==> src/rtl/core/eps_pkg.sv <==
// Shared types and constants for the encoder position and speed core.
// Used by eps_div and encoder_position_speed_core; no dependencies.
`default_nettype none

package eps_pkg;

	// Item function codes
	localparam logic [1:0] FUNC_WRAP   = 2'd0;
	localparam logic [1:0] FUNC_SAMPLE = 2'd1;
	localparam logic [1:0] FUNC_RESET  = 2'd2;
	localparam logic [1:0] FUNC_UNUSED = 2'd3;

	// Register index map
	localparam logic REG_PPR = 1'b0;

	localparam logic [15:0] PPR_RESET = 16'd1024;

	// Channel storage follows the one-bit channel field
	localparam int CHAN_CNT = 2;

	// 60 s/min * 1000 ms/s * 256 (Q8)
	localparam logic [23:0] RPM_SCALE = 24'd15360000;
	localparam logic [31:0] WRAP_STEP = 32'h0001_0000;

	// Divider widths: numerator < 2^55, denominator < 2^48
	localparam int NUM_W = 56;
	localparam int DEN_W = 48;
	localparam int QUO_W = 33;

	// Divider response
	typedef struct packed {
		logic             done;
		logic [QUO_W-1:0] quot;  // quotient clamped to 2^32
	} div_rsp_t;

endpackage

`default_nettype wire

==> src/rtl/core/eps_div.sv <==
// Restoring divider, one quotient bit per cycle, quotient clamped to 2^32.
// Depends on eps_pkg.
`default_nettype none

module eps_div (
	input  wire logic                       clk,
	input  wire logic                       arst_n,
	input  wire logic                       start,
	input  wire logic [eps_pkg::NUM_W-1:0]  num,
	input  wire logic [eps_pkg::DEN_W-1:0]  den,
	output eps_pkg::div_rsp_t               rsp
);
	import eps_pkg::*;

	localparam int CNT_W = $clog2(NUM_W + 1);

	logic             busy_q;
	logic             done_q;
	logic [CNT_W-1:0] cnt_q;
	logic [DEN_W-1:0] rem_q;
	logic [DEN_W-1:0] den_q;
	logic [NUM_W-1:0] num_q;
	logic [QUO_W-1:0] quot_q;
	logic             ovf_q;

	logic [DEN_W:0]   rem_sh;
	logic [DEN_W:0]   diff;
	logic             ge;

	// One restoring step
	always_comb begin
		rem_sh = {rem_q, num_q[NUM_W-1]};
		ge     = rem_sh >= {1'b0, den_q};
		diff   = rem_sh - {1'b0, den_q};
	end

	// Control
	always_ff @(posedge clk or negedge arst_n) begin
		if (!arst_n) begin
			busy_q <= 1'b0;
			done_q <= 1'b0;
			cnt_q  <= '0;
		end else begin
			done_q <= 1'b0;
			if (start) begin
				busy_q <= 1'b1;
				cnt_q  <= CNT_W'(NUM_W);
			end else if (busy_q) begin
				cnt_q <= cnt_q - CNT_W'(1);
				if (cnt_q == CNT_W'(1)) begin
					busy_q <= 1'b0;
					done_q <= 1'b1;
				end
			end
		end
	end

	// Datapath
	always_ff @(posedge clk) begin
		if (start) begin
			rem_q  <= '0;
			den_q  <= den;
			num_q  <= num;
			quot_q <= '0;
			ovf_q  <= 1'b0;
		end else if (busy_q) begin
			rem_q  <= ge ? diff[DEN_W-1:0] : rem_sh[DEN_W-1:0];
			num_q  <= {num_q[NUM_W-2:0], 1'b0};
			quot_q <= {quot_q[QUO_W-2:0], ge};
			ovf_q  <= ovf_q | quot_q[QUO_W-1];
		end
	end

	assign rsp.done = done_q;
	assign rsp.quot = (ovf_q || quot_q[QUO_W-1]) ? {1'b1, {(QUO_W-1){1'b0}}} : quot_q;

endmodule

`default_nettype wire

==> src/rtl/core/encoder_position_speed_core.sv <==
// Top level of the two-channel encoder position and speed core.
// Depends on eps_pkg and eps_div.
`default_nettype none

// Extends each channel's 16-bit counter to a 32-bit signed position and
// measures speed in rpm (signed Q23.8, saturated) on sample requests. One
// request is handled at a time: wrap and position-reset requests pass
// through the calculate and done states; a sample request with a nonzero
// interval also runs a 56-step restoring divider and one shared multiplier
// that forms numerator and denominator in turn. A finished result may wait
// in the output register while the next request is taken. Requests with
// function code 3 or a channel at or above NUM_CHANNELS are dropped without
// a result. pulses_per_rev sits at byte address 0; a value of 0 acts as 1.
module encoder_position_speed_core #(
	parameter int NUM_CHANNELS = 2
) (
	input  wire logic               clk,
	input  wire logic               arst_n,
	// request channel
	input  wire logic               in_valid,
	output logic                    in_stall,
	input  wire logic [1:0]         func,
	input  wire logic               channel,
	input  wire logic [15:0]        raw_count,
	input  wire logic               count_down,
	input  wire logic [31:0]        now_ms,
	// result channel
	output logic                    out_valid,
	input  wire logic               out_stall,
	output logic                    out_channel,
	output logic signed [31:0]      position,
	output logic signed [31:0]      rpm_q8,
	output logic                    rpm_updated,
	// configuration
	input  wire logic               psel,
	input  wire logic               penable,
	input  wire logic               pwrite,
	input  wire logic [2:0]         paddr,
	input  wire logic [31:0]        pwdata,
	output logic [31:0]             prdata,
	output logic                    pready
);
	import eps_pkg::*;

	localparam logic [2:0] S_IDLE = 3'd0;
	localparam logic [2:0] S_CALC = 3'd1;
	localparam logic [2:0] S_MNUM = 3'd2;
	localparam logic [2:0] S_MDEN = 3'd3;
	localparam logic [2:0] S_DIV  = 3'd4;
	localparam logic [2:0] S_DONE = 3'd5;

	logic [2:0]  state_q;
	logic [15:0] ppr_q;

	// latched request
	logic [1:0]  func_q;
	logic        ch_q;
	logic [15:0] raw_q;
	logic        down_q;
	logic [31:0] now_q;

	// per-channel state
	logic [31:0] hp_q        [CHAN_CNT];
	logic [31:0] prev_pos_q  [CHAN_CNT];
	logic [31:0] prev_time_q [CHAN_CNT];
	logic [31:0] speed_q     [CHAN_CNT];

	// working registers
	logic [31:0]      pos_q;
	logic [31:0]      mag_q;
	logic             neg_q;
	logic [31:0]      dt_q;
	logic [NUM_W-1:0] num_q;
	logic             upd_q;

	logic             out_valid_q;
	logic             out_ch_q;
	logic [31:0]      out_pos_q;
	logic [31:0]      out_rpm_q;
	logic             out_upd_q;

	logic             accept;
	logic             load_out;
	logic             ch_ok;
	logic [31:0]      hp_cur;
	logic [31:0]      hp_new;
	logic [31:0]      pos_calc;
	logic [31:0]      delta;
	logic [31:0]      dt_calc;
	logic [15:0]      ppr_eff;
	logic [31:0]      mul_a;
	logic [23:0]      mul_b;
	logic [NUM_W-1:0] mul_p;
	logic             div_start;
	div_rsp_t         div_rsp;
	logic [31:0]      rpm_sat;

	assign accept   = in_valid && !in_stall;
	assign in_stall = (state_q != S_IDLE);
	assign load_out = (state_q == S_DONE) && (!out_valid_q || !out_stall);
	assign ch_ok    = int'(ch_q) < NUM_CHANNELS;

	// Position and interval for the latched request
	always_comb begin
		hp_cur = hp_q[ch_q];
		unique case (func_q)
			FUNC_WRAP:   hp_new = down_q ? hp_cur - WRAP_STEP : hp_cur + WRAP_STEP;
			FUNC_RESET:  hp_new = '0;
			default:     hp_new = hp_cur;
		endcase
		pos_calc = hp_new + {16'b0, raw_q};
		delta    = pos_calc - prev_pos_q[ch_q];
		dt_calc  = now_q - prev_time_q[ch_q];
	end

	// Shared multiplier: numerator first, then denominator
	always_comb begin
		ppr_eff = (ppr_q == '0) ? 16'd1 : ppr_q;
		if (state_q == S_MNUM) begin
			mul_a = mag_q;
			mul_b = RPM_SCALE;
		end else begin
			mul_a = dt_q;
			mul_b = {8'b0, ppr_eff};
		end
		mul_p = NUM_W'(mul_a) * NUM_W'(mul_b);
	end

	assign div_start = (state_q == S_MDEN);

	eps_div u_div (
		.clk    (clk),
		.arst_n (arst_n),
		.start  (div_start),
		.num    (num_q),
		.den    (mul_p[DEN_W-1:0]),
		.rsp    (div_rsp)
	);

	// Signed saturation of the quotient magnitude
	always_comb begin
		if (!neg_q) begin
			rpm_sat = (div_rsp.quot > QUO_W'(32'h7FFF_FFFF)) ? 32'h7FFF_FFFF
			                                                 : div_rsp.quot[31:0];
		end else begin
			rpm_sat = (div_rsp.quot > QUO_W'(32'h8000_0000)) ? 32'h8000_0000
			                                                 : 32'd0 - div_rsp.quot[31:0];
		end
	end

	// Sequencer and channel state
	always_ff @(posedge clk or negedge arst_n) begin
		if (!arst_n) begin
			state_q <= S_IDLE;
			for (int i = 0; i < CHAN_CNT; i++) begin
				hp_q[i]        <= '0;
				prev_pos_q[i]  <= '0;
				prev_time_q[i] <= '0;
				speed_q[i]     <= '0;
			end
		end else begin
			unique case (state_q)
				S_IDLE: begin
					if (accept) begin
						state_q <= S_CALC;
					end
				end
				S_CALC: begin
					if (func_q == FUNC_UNUSED || !ch_ok) begin
						state_q <= S_IDLE;
					end else begin
						hp_q[ch_q] <= hp_new;
						if (func_q == FUNC_SAMPLE) begin
							prev_pos_q[ch_q]  <= pos_calc;
							prev_time_q[ch_q] <= now_q;
						end
						state_q <= (func_q == FUNC_SAMPLE && dt_calc != '0) ? S_MNUM : S_DONE;
					end
				end
				S_MNUM: state_q <= S_MDEN;
				S_MDEN: state_q <= S_DIV;
				S_DIV: begin
					if (div_rsp.done) begin
						speed_q[ch_q] <= rpm_sat;
						state_q       <= S_DONE;
					end
				end
				S_DONE: begin
					if (load_out) begin
						state_q <= S_IDLE;
					end
				end
				default: state_q <= S_IDLE;
			endcase
		end
	end

	// Request and working payload
	always_ff @(posedge clk) begin
		if (accept) begin
			func_q <= func;
			ch_q   <= channel;
			raw_q  <= raw_count;
			down_q <= count_down;
			now_q  <= now_ms;
		end
		if (state_q == S_CALC) begin
			pos_q <= pos_calc;
			neg_q <= delta[31];
			mag_q <= delta[31] ? 32'd0 - delta : delta;
			dt_q  <= dt_calc;
			upd_q <= (func_q == FUNC_SAMPLE) && (dt_calc != '0);
		end
		if (state_q == S_MNUM) begin
			num_q <= mul_p;
		end
	end

	// Output register
	always_ff @(posedge clk or negedge arst_n) begin
		if (!arst_n) begin
			out_valid_q <= 1'b0;
		end else if (load_out) begin
			out_valid_q <= 1'b1;
		end else if (!out_stall) begin
			out_valid_q <= 1'b0;
		end
	end

	always_ff @(posedge clk) begin
		if (load_out) begin
			out_ch_q  <= ch_q;
			out_pos_q <= pos_q;
			out_rpm_q <= speed_q[ch_q];
			out_upd_q <= upd_q;
		end
	end

	assign out_valid   = out_valid_q;
	assign out_channel = out_ch_q;
	assign position    = signed'(out_pos_q);
	assign rpm_q8      = signed'(out_rpm_q);
	assign rpm_updated = out_upd_q;

	// Configuration port
	always_ff @(posedge clk or negedge arst_n) begin
		if (!arst_n) begin
			ppr_q <= PPR_RESET;
		end else if (psel && penable && pwrite && (paddr[2] == REG_PPR)) begin
			ppr_q <= pwdata[15:0];
		end
	end

	assign pready = 1'b1;
	assign prdata = (paddr[2] == REG_PPR) ? {16'b0, ppr_q} : 32'd0;

`ifndef SYNTHESIS
	// A new speed is only reported for sample requests
	a_upd_sample: assert property (@(posedge clk) disable iff (!arst_n)
		load_out && upd_q |-> func_q == FUNC_SAMPLE)
		else $error("speed update on non-sample request");

	// Divider finishes only while the sequencer waits for it
	a_div_done: assert property (@(posedge clk) disable iff (!arst_n)
		div_rsp.done |-> state_q == S_DIV)
		else $error("divider done outside divide state");

	// The sequencer leaves the divide state only on completion
	a_div_hold: assert property (@(posedge clk) disable iff (!arst_n)
		(state_q == S_DIV) && !div_rsp.done |=> state_q == S_DIV)
		else $error("left divide state early");
`endif

endmodule

`default_nettype wire
==> config.mk <==
export PLATFORM = sky130hd
export DESIGN_NAME = encoder_position_speed_core
export DESIGN_NICKNAME = d
export VERILOG_FILES = /design/src/rtl/core/eps_pkg.sv /design/src/rtl/core/eps_div.sv /design/src/rtl/core/encoder_position_speed_core.sv
export SDC_FILE = /design/constraint.sdc
export NUM_CORES = 2
export LEC_CHECK = 0
export ABC_CLOCK_PERIOD_IN_PS = 10600
export BUFFER_PORTS_ARGS = -buffer_cell sky130_fd_sc_hd__buf_2
export CAP_MARGIN = 20
export CORE_MARGIN = 2
export CORE_UTILIZATION = 58
export DETAILED_ROUTE_END_ITERATION = 10
export PLACE_DENSITY_LB_ADDON = 0.08
export SYNTH_ARGS = -nofsm -noshare
export SYNTH_HDL_FRONTEND = slang
export SYNTH_SLANG_ARGS = --single-unit
==> constraint.sdc <==
create_clock -name clk -period 10.6 [get_ports clk]
set_clock_uncertainty 0.2 [all_clocks]
set_input_delay 0.53 -clock clk [delete_from_list [all_inputs] [get_ports clk]]
set_output_delay 0.53 -clock clk [all_outputs]
set_load 0.01 [all_outputs]
# Word level (Yosys, flattened, before mapping)
# Cells that the tools add are included.
[word_totals]
register_bits = 742
in_bits = 94
out_inout_bits = 101
word_cells = 137
[classes]
add_sub_neg = 9
mul = 1
magnitude_cmp = 5
n_eq_ne = 13
muxes = 48
bitwise = 4
reduce_logical = 22
[op_table]
columns = ["op", "count"]
rows = [
  ["32-bit 2-to-1 mux", 18],
  ["64-bit bitwise mux", 4],
  ["56-bit 2-to-1 mux", 2],
  ["32-bit one-hot mux with 2 select lines", 1],
  ["1-bit by 32-bit subtractor with 32-bit output, first input constant", 2],
  ["32-bit subtractor", 2],
  ["32-bit by 24-bit multiplier with 56-bit output", 1],
  ["49-bit by 48-bit greater-or-equal comparator with 1-bit output", 1],
  ["48-bit 2-to-1 mux", 1],
  ["48-bit subtractor", 1],
  ["33-bit by 31-bit greater-than comparator with 1-bit output, second input constant", 1],
  ["33-bit by 32-bit greater-than comparator with 1-bit output, second input constant", 1],
  ["33-bit 2-to-1 mux", 1],
  ["32-bit by 16-bit adder with 32-bit output", 1],
  ["32-bit by 17-bit adder with 32-bit output, second input constant", 1],
  ["32-bit demux with 1-bit select", 1],
  ["16-bit 2-to-1 mux", 2],
  ["32-bit nonzero test", 1],
  ["32-bit by 17-bit subtractor with 32-bit output, second input constant", 1],
  ["31-bit 2-to-1 mux", 1],
  ["24-bit 2-to-1 mux", 1],
  ["3-bit one-hot mux with 6 select lines", 1],
  ["16-bit logical NOT", 1],
  ["3-bit 2-to-1 mux", 5],
  ["25 further kinds", 50],
]

# Logic depth before layout (Yosys ltp)
[depth]
depth_word = 11
mapped_depth = 34

# Hierarchy
# From an unflattened synthesis, not the netlist that was laid out.
[hier_totals]
hier_cells = 5770
hier_area_um2 = 60065.1
[modules_own_cells]
columns = ["module", "n_inst", "cells_each", "area_each_um2", "seq_area_each_um2"]
rows = [
  ["encoder_position_speed_core", 1, 4745, 49417.4, 15075.7],
  ["eps_div", 1, 1025, 10647.7, 4964.8],
]

# Least setup slack after synthesis
# Ideal clock, no wire load.
[synth_timing]
kind = "reg2reg"
from = "register state_q[0]"
to = "register num_q[54] (data pin)"
arrival_ns = 10.243
t_required_ns = 10.135
setup_slack_ns = -0.108
stages_incl_launch_ff = 33
path_buffers = 4
cell_sequence = "dfrtp_1 clkbuf_1 inv_1 nand3_1 inv_1 clkbuf_1 clkbuf_1 clkbuf_1 nand2_1 nand2_1 fa_1 inv_1 fa_1 inv_1 fa_1 fa_1 fa_1 fa_1 inv_1 fa_1 inv_1 ha_1 a21o_1 a21o_1 a21oi_1 o21a_1 o21ai_0 a31o_2 a2111oi_0 o21ai_0 a211oi_1 o21ai_0 xor2_1"
[synth_between]
elab_chain_len = 3
word_cells_on_any_way = 4
cone_classes = "mul (1); eq/ne (1); mux (2)"
[synth_lines]
columns = ["element", "line", "text"]
rows = [
  ["start, declared", "encoder_position_speed_core.sv:52", "logic [2:0] state_q;"],
  ["start signal, assigned", "encoder_position_speed_core.sv:177", "state_q <= (func_q == FUNC_SAMPLE && dt_calc != '0) ? S_MNUM : S_DONE;"],
  ["3-bit by 2-bit equality test with 1-bit output (*)", "encoder_position_speed_core.sv:119", "if (state_q == S_MNUM) begin"],
  ["32-bit 2-to-1 mux / 24-bit 2-to-1 mux (equally long branches)", "encoder_position_speed_core.sv:119", ""],
  ["32-bit by 24-bit multiplier with 56-bit output (*)", "encoder_position_speed_core.sv:126", "mul_p = NUM_W'(mul_a) * NUM_W'(mul_b);"],
  ["named net mul_p[54]", "encoder_position_speed_core.sv:93", "logic [NUM_W-1:0] mul_p;"],
  ["end signal, assigned", "encoder_position_speed_core.sv:215", "num_q <= mul_p;"],
  ["end, declared", "encoder_position_speed_core.sv:73", "logic [NUM_W-1:0] num_q;"],
]
# The timed path passes the listed nets; every way through them passes the cells marked *.
# A chain may end at the register's enable or synchronous reset.

# Worst setup path in the final report
[layout_timing]
from = "register ppr_q[10]"
to = "register num_q[54] (data pin)"
[layout_between]
elab_chain_len = 4
[layout_lines]
columns = ["element", "line", "text"]
rows = [
  ["start, declared", "encoder_position_speed_core.sv:53", "logic [15:0] ppr_q;"],
  ["start signal, assigned", "encoder_position_speed_core.sv:250", "ppr_q <= pwdata[15:0];"],
  ["16-bit logical NOT", "encoder_position_speed_core.sv:118", "ppr_eff = (ppr_q == '0) ? 16'd1 : ppr_q;"],
  ["16-bit 2-to-1 mux (*)", "encoder_position_speed_core.sv:118", ""],
  ["24-bit 2-to-1 mux (*)", "encoder_position_speed_core.sv:119", ""],
  ["32-bit by 24-bit multiplier with 56-bit output (*)", "encoder_position_speed_core.sv:126", ""],
  ["named net mul_p[54]", "encoder_position_speed_core.sv:93", ""],
]
# Marked as above.

==> results <==
- The area taken by flip-flops and latches is 20000 sq um.
- Summing all multi-input logic gate instances after layout gives approximately 36000 sq um.
- The slowest stage of the critical path belongs to the cell sky130_fd_sc_hd__nor2_2.
- Of the total synthesized cell area, the portion taken by XOR and XNOR cells is 0.0312.
- The die boundary height is ~330 microns.
- The CTS tree is built.
- The synthesized netlist occupies a cell area of between 60000 and 70000 sq um.
- The first global-routing pass estimated around 240 mm of wire.
- The final number of hold-violating endpoints is 0.
- The effective utilization at floorplan is 0.586.
- Dividing the detail-routed via count by the number of cells gives between 5 and 6.
- The number of antenna violations at the first check in global routing is 5.
- The number of iterations in the first detailed-routing pass is 6.
- Of all nets on the critical path, the largest fanout is 28.
- The required arrival time at the worst endpoint is 10.80 ns.
- In the routed design, unresolved DRC markers number 0.
- After global routing, the most crowded layer is met2.
- The number of input and output port buffers inserted is approximately 160.
- Setup repair after global routing left no endpoint under its margin.
- The overall fraction of global-route tracks in use is 0.277.
- The final wirelength is 147 mm.
- The largest buffer count on any clock path is 3.
- The area growth from synthesis to layout is 8.72%.
- The met1 track utilization from global routing is 0.398.
- The largest family of logic cells by synthesized area is adder cells.
- The final weighted congestion in routability-driven placement is 0.926.
- The mean post-synth cell area is between 10 and 15 sq um.
- The buffer and inverter count on the worst path is 5.
- The synthesized-area fraction occupied by and/or/nand/nor cells is 0.130.
- The count of fill cells added during filler insertion is between 8000 and 9000.
- The final-stage net count is roughly 7000.
- The final count of pins violating max slew came to 0.
- The detailed-placement wirelength estimate is around 110 mm.
- In this run, CTS created clock tree buffers numbering 81.
- The overall via count from detail_route is between 40000 and 50000.
- The clock net in this run drives a total of around 740 sinks.
- The remaining global-route overflow is 0.
- The number of cell rows is between 100 and 150.
- The cell family with the largest share of critical-path delay is adder cells.
- The final count of negative-setup-slack endpoints is 0.
- The minimum clock period is ~9.5 ns.
- Max-cap violations in this run came to 0.
- The most frequent cell on the critical path is sky130_fd_sc_hd__fa_1.
- The number of enable-type register cells in the synthesized netlist is roughly 380.
- The clock tree root driver cell is sky130_fd_sc_hd__clkbuf_16.
- The fraction of the mapped netlist area in compound gates was 0.103.
- Measured against its own limit, the worst slew margin works out to 0.197.
- The most used flip-flop cell after synthesis is sky130_fd_sc_hd__edfxtp_1.
- In the final routed layout, each cell accounts on average for just under 20 microns.
- The number of global-route vias before repair came to 43513.
- Yosys attributes the largest share of cell area to sky130_fd_sc_hd__edfxtp_1 19%, sky130_fd_sc_hd__fa_1 18%, sky130_fd_sc_hd__dfrtp_1 12%.
- Pin placement for this block handled between 150 and 200 I/O pins.
- Of the synthesized area, sequential elements account for 0.330.
- The maximum frequency from static timing analysis is about 110 MHz.
- The routing usage on met3 is 0.0406.
- The post-synthesis adder-cell area fraction is 0.263.
- Of the post-synthesis cell area, the dominant cell type holds 0.186.
- The floorplan die width is between 300 and 400 microns.
- In this design, the stage delay of the slowest critical-path cell is roughly 0.64 ns.
- Data arrives at the worst endpoint at 9.70 ns.
- The final total negative setup slack is 0 ns.
- The pin count of the biggest net entering global routing is between 100 and 150.
- The flow ran to the end, and the final reports show no timing, DRC or antenna violations.
- The H-tree depth reported by CTS is 3.
- STA classifies the critical path startpoint as a flop.
- The multiplexer fraction of the synthesized cell area is 0.0702.
- The overall die area is approximately 110000 sq um.
- The residual antenna-violating net count after detailed routing is 0.
- The gate count after technology mapping is 5988.
- The met2 track demand over resource in global routing is 0.440.
- In the finished design, the share of the clock period the worst path needs comes to 0.896.
- The core region area is between 100000 and 150000 sq um.
- The commonest cells after synthesis are 806 x sky130_fd_sc_hd__inv_1, 552 x sky130_fd_sc_hd__fa_1, 525 x sky130_fd_sc_hd__nand2_1.
- The classification of the worst setup path is reg -> reg.
- The netlist uses 89 different library cells.
- The count of synthesis-stage warnings from yosys is 0.
- In this run, the number of DRC markers left after iteration 0 of detailed routing was ~3200.
- The min-delay analysis places its worst path in the category in -> reg.
- For this run, asynchronously set or reset flops after synthesis account for 0.383.
- After clock tree synthesis, the clock-pin slew on the worst setup and hold paths is 0.07 ns.
- The number of register bits inferred by synthesis is 742.
- For the pin with the worst max-slew slack, the measured transition is 1.20 ns.
- The share of post-route cells with drive strength above 1 is 0.105.
- The clock insertion delay at the later pin of the skew report is approximately 0.69 ns.
- The cell type with the largest total area after synthesis is sky130_fd_sc_hd__edfxtp_1.
- The number of gates resized after CTS is 0.
- The worst setup path is captured at a flop.
- sky130_fd_sc_hd__inv_1 is the most common cell in the netlist.
-- routing by layer --
metal | vias up | share of wire
met1 | 21608 | 0.45
li1 | 20459 | -
met5 | - | 0.00016
met3 | 234 | 0.060
met2 | 1255 | 0.46
met4 | 4 | 0.028
-- worst reg2reg max path, stage by stage, from the launching register on --
cell                        delay, ns
sky130_fd_sc_hd__dfstp_2         0.57
sky130_fd_sc_hd__nor4_1          0.36
sky130_fd_sc_hd__a41oi_1         0.20
sky130_fd_sc_hd__nor2_2          0.64
sky130_fd_sc_hd__buf_4           0.37
sky130_fd_sc_hd__nand2_1         0.10
sky130_fd_sc_hd__fa_1            0.54
sky130_fd_sc_hd__fa_1            0.44
sky130_fd_sc_hd__fa_1            0.40
sky130_fd_sc_hd__fa_1            0.46
sky130_fd_sc_hd__fa_1            0.49
sky130_fd_sc_hd__inv_1           0.05
sky130_fd_sc_hd__fa_1            0.52
sky130_fd_sc_hd__inv_1           0.05
sky130_fd_sc_hd__fa_1            0.52
sky130_fd_sc_hd__inv_1           0.04
sky130_fd_sc_hd__ha_1            0.34
sky130_fd_sc_hd__o21a_1          0.19
sky130_fd_sc_hd__o21ai_0         0.21
sky130_fd_sc_hd__nor3b_1         0.11
sky130_fd_sc_hd__o311ai_0        0.54
sky130_fd_sc_hd__o21bai_1        0.32
sky130_fd_sc_hd__a2111oi_0       0.46
sky130_fd_sc_hd__buf_4           0.21
sky130_fd_sc_hd__o21ai_0         0.19
sky130_fd_sc_hd__a211oi_1        0.35
sky130_fd_sc_hd__o21ai_0         0.18
sky130_fd_sc_hd__xor2_1          0.16
-- registers in the layout, indices dropped and copies added, names as in the netlist, 33 cells and up --
name          cells
hp_q             64
num_q            56
prev_pos_q       64
prev_time_q      64
speed_q          64
u_div.den_q      48
u_div.num_q      56
u_div.quot_q     33
u_div.rem_q      48
-- placed cells by master, fill, tap and decap left out, drive strengths merged, types with 56 or more instances in the layout --
cell,instances
buf,220
mux2,246
fa,552
dlygate4sd3,70
dfrtp,283
nand3,64
clkbuf,114
a21o,138
nor3,63
a21oi,277
o21ai,204
inv,814
and2,56
edfxtp,376
and3,371
nand2,525
nor2,237
xnor2,145
ha,393
dfxtp,82
mux2i,149
xor2,68
-- worst paths after layout --
check	slack (ns)	cells after the start	to	startpoint
max reg2reg	1.10	27	num_q[54]	ppr_q[10]
max	1.10	27	num_q[54]	ppr_q[10]
min in group asynchronous	0.27	2	prev_time_q[35]	arst_n
max in group asynchronous	8.01	4	prev_pos_q[3]	arst_n
min	0.06	4	state_q[0]	in_valid
min reg2reg	0.22	0	position[26]	pos_q[26]
-- final cells by class --
class | count | share of cell area
Timing Repair Buffer | 290 | 0.0301
Clock inverter | 38 | 0.00597
Clock buffer | 114 | 0.0352
Multi-Input combinational cell | 4125 | 0.553
Sequential cell | 742 | 0.304
Antenna cell | 2 | 0.0000758
Tap cell | 1380 | 0.0262
Inverter | 810 | 0.0462
-- kinds of logic after synthesis --
family,after synthesis
multiplexers,395
AO/OA/AOI/OAI,975
flip-flops,742
AND/OR/NAND/NOR,1576
buffers and inverters,1138
other,2
XOR/XNOR,214
adder cells (fa/ha/maj),946
-- repair_timing --
action,in CTS,in global routing
buffers inserted,0,0
hold buffers,70,0
endpoints found under the setup margin,0,0
endpoints found under the hold margin,161,0
-- through the flow --
stage,cells,utilization,hold WS [ns],setup slack [ns],area (sq um)
floorplan,6005,-,0.0344,0.954,60800
global placement,7277,0.604,0.203,1.23,62600
detailed placement,7277,0.604,0.206,1.18,62600
CTS,7499,0.637,0.0423,1.12,66000
global route,7499,0.637,0.0864,0.405,66000
finish,7501,0.637,0.0625,1.10,66000
Power is left out: the tool's default activity adds up to more than one toggle a clock period on the data nets, which glitch-free logic cannot reach.
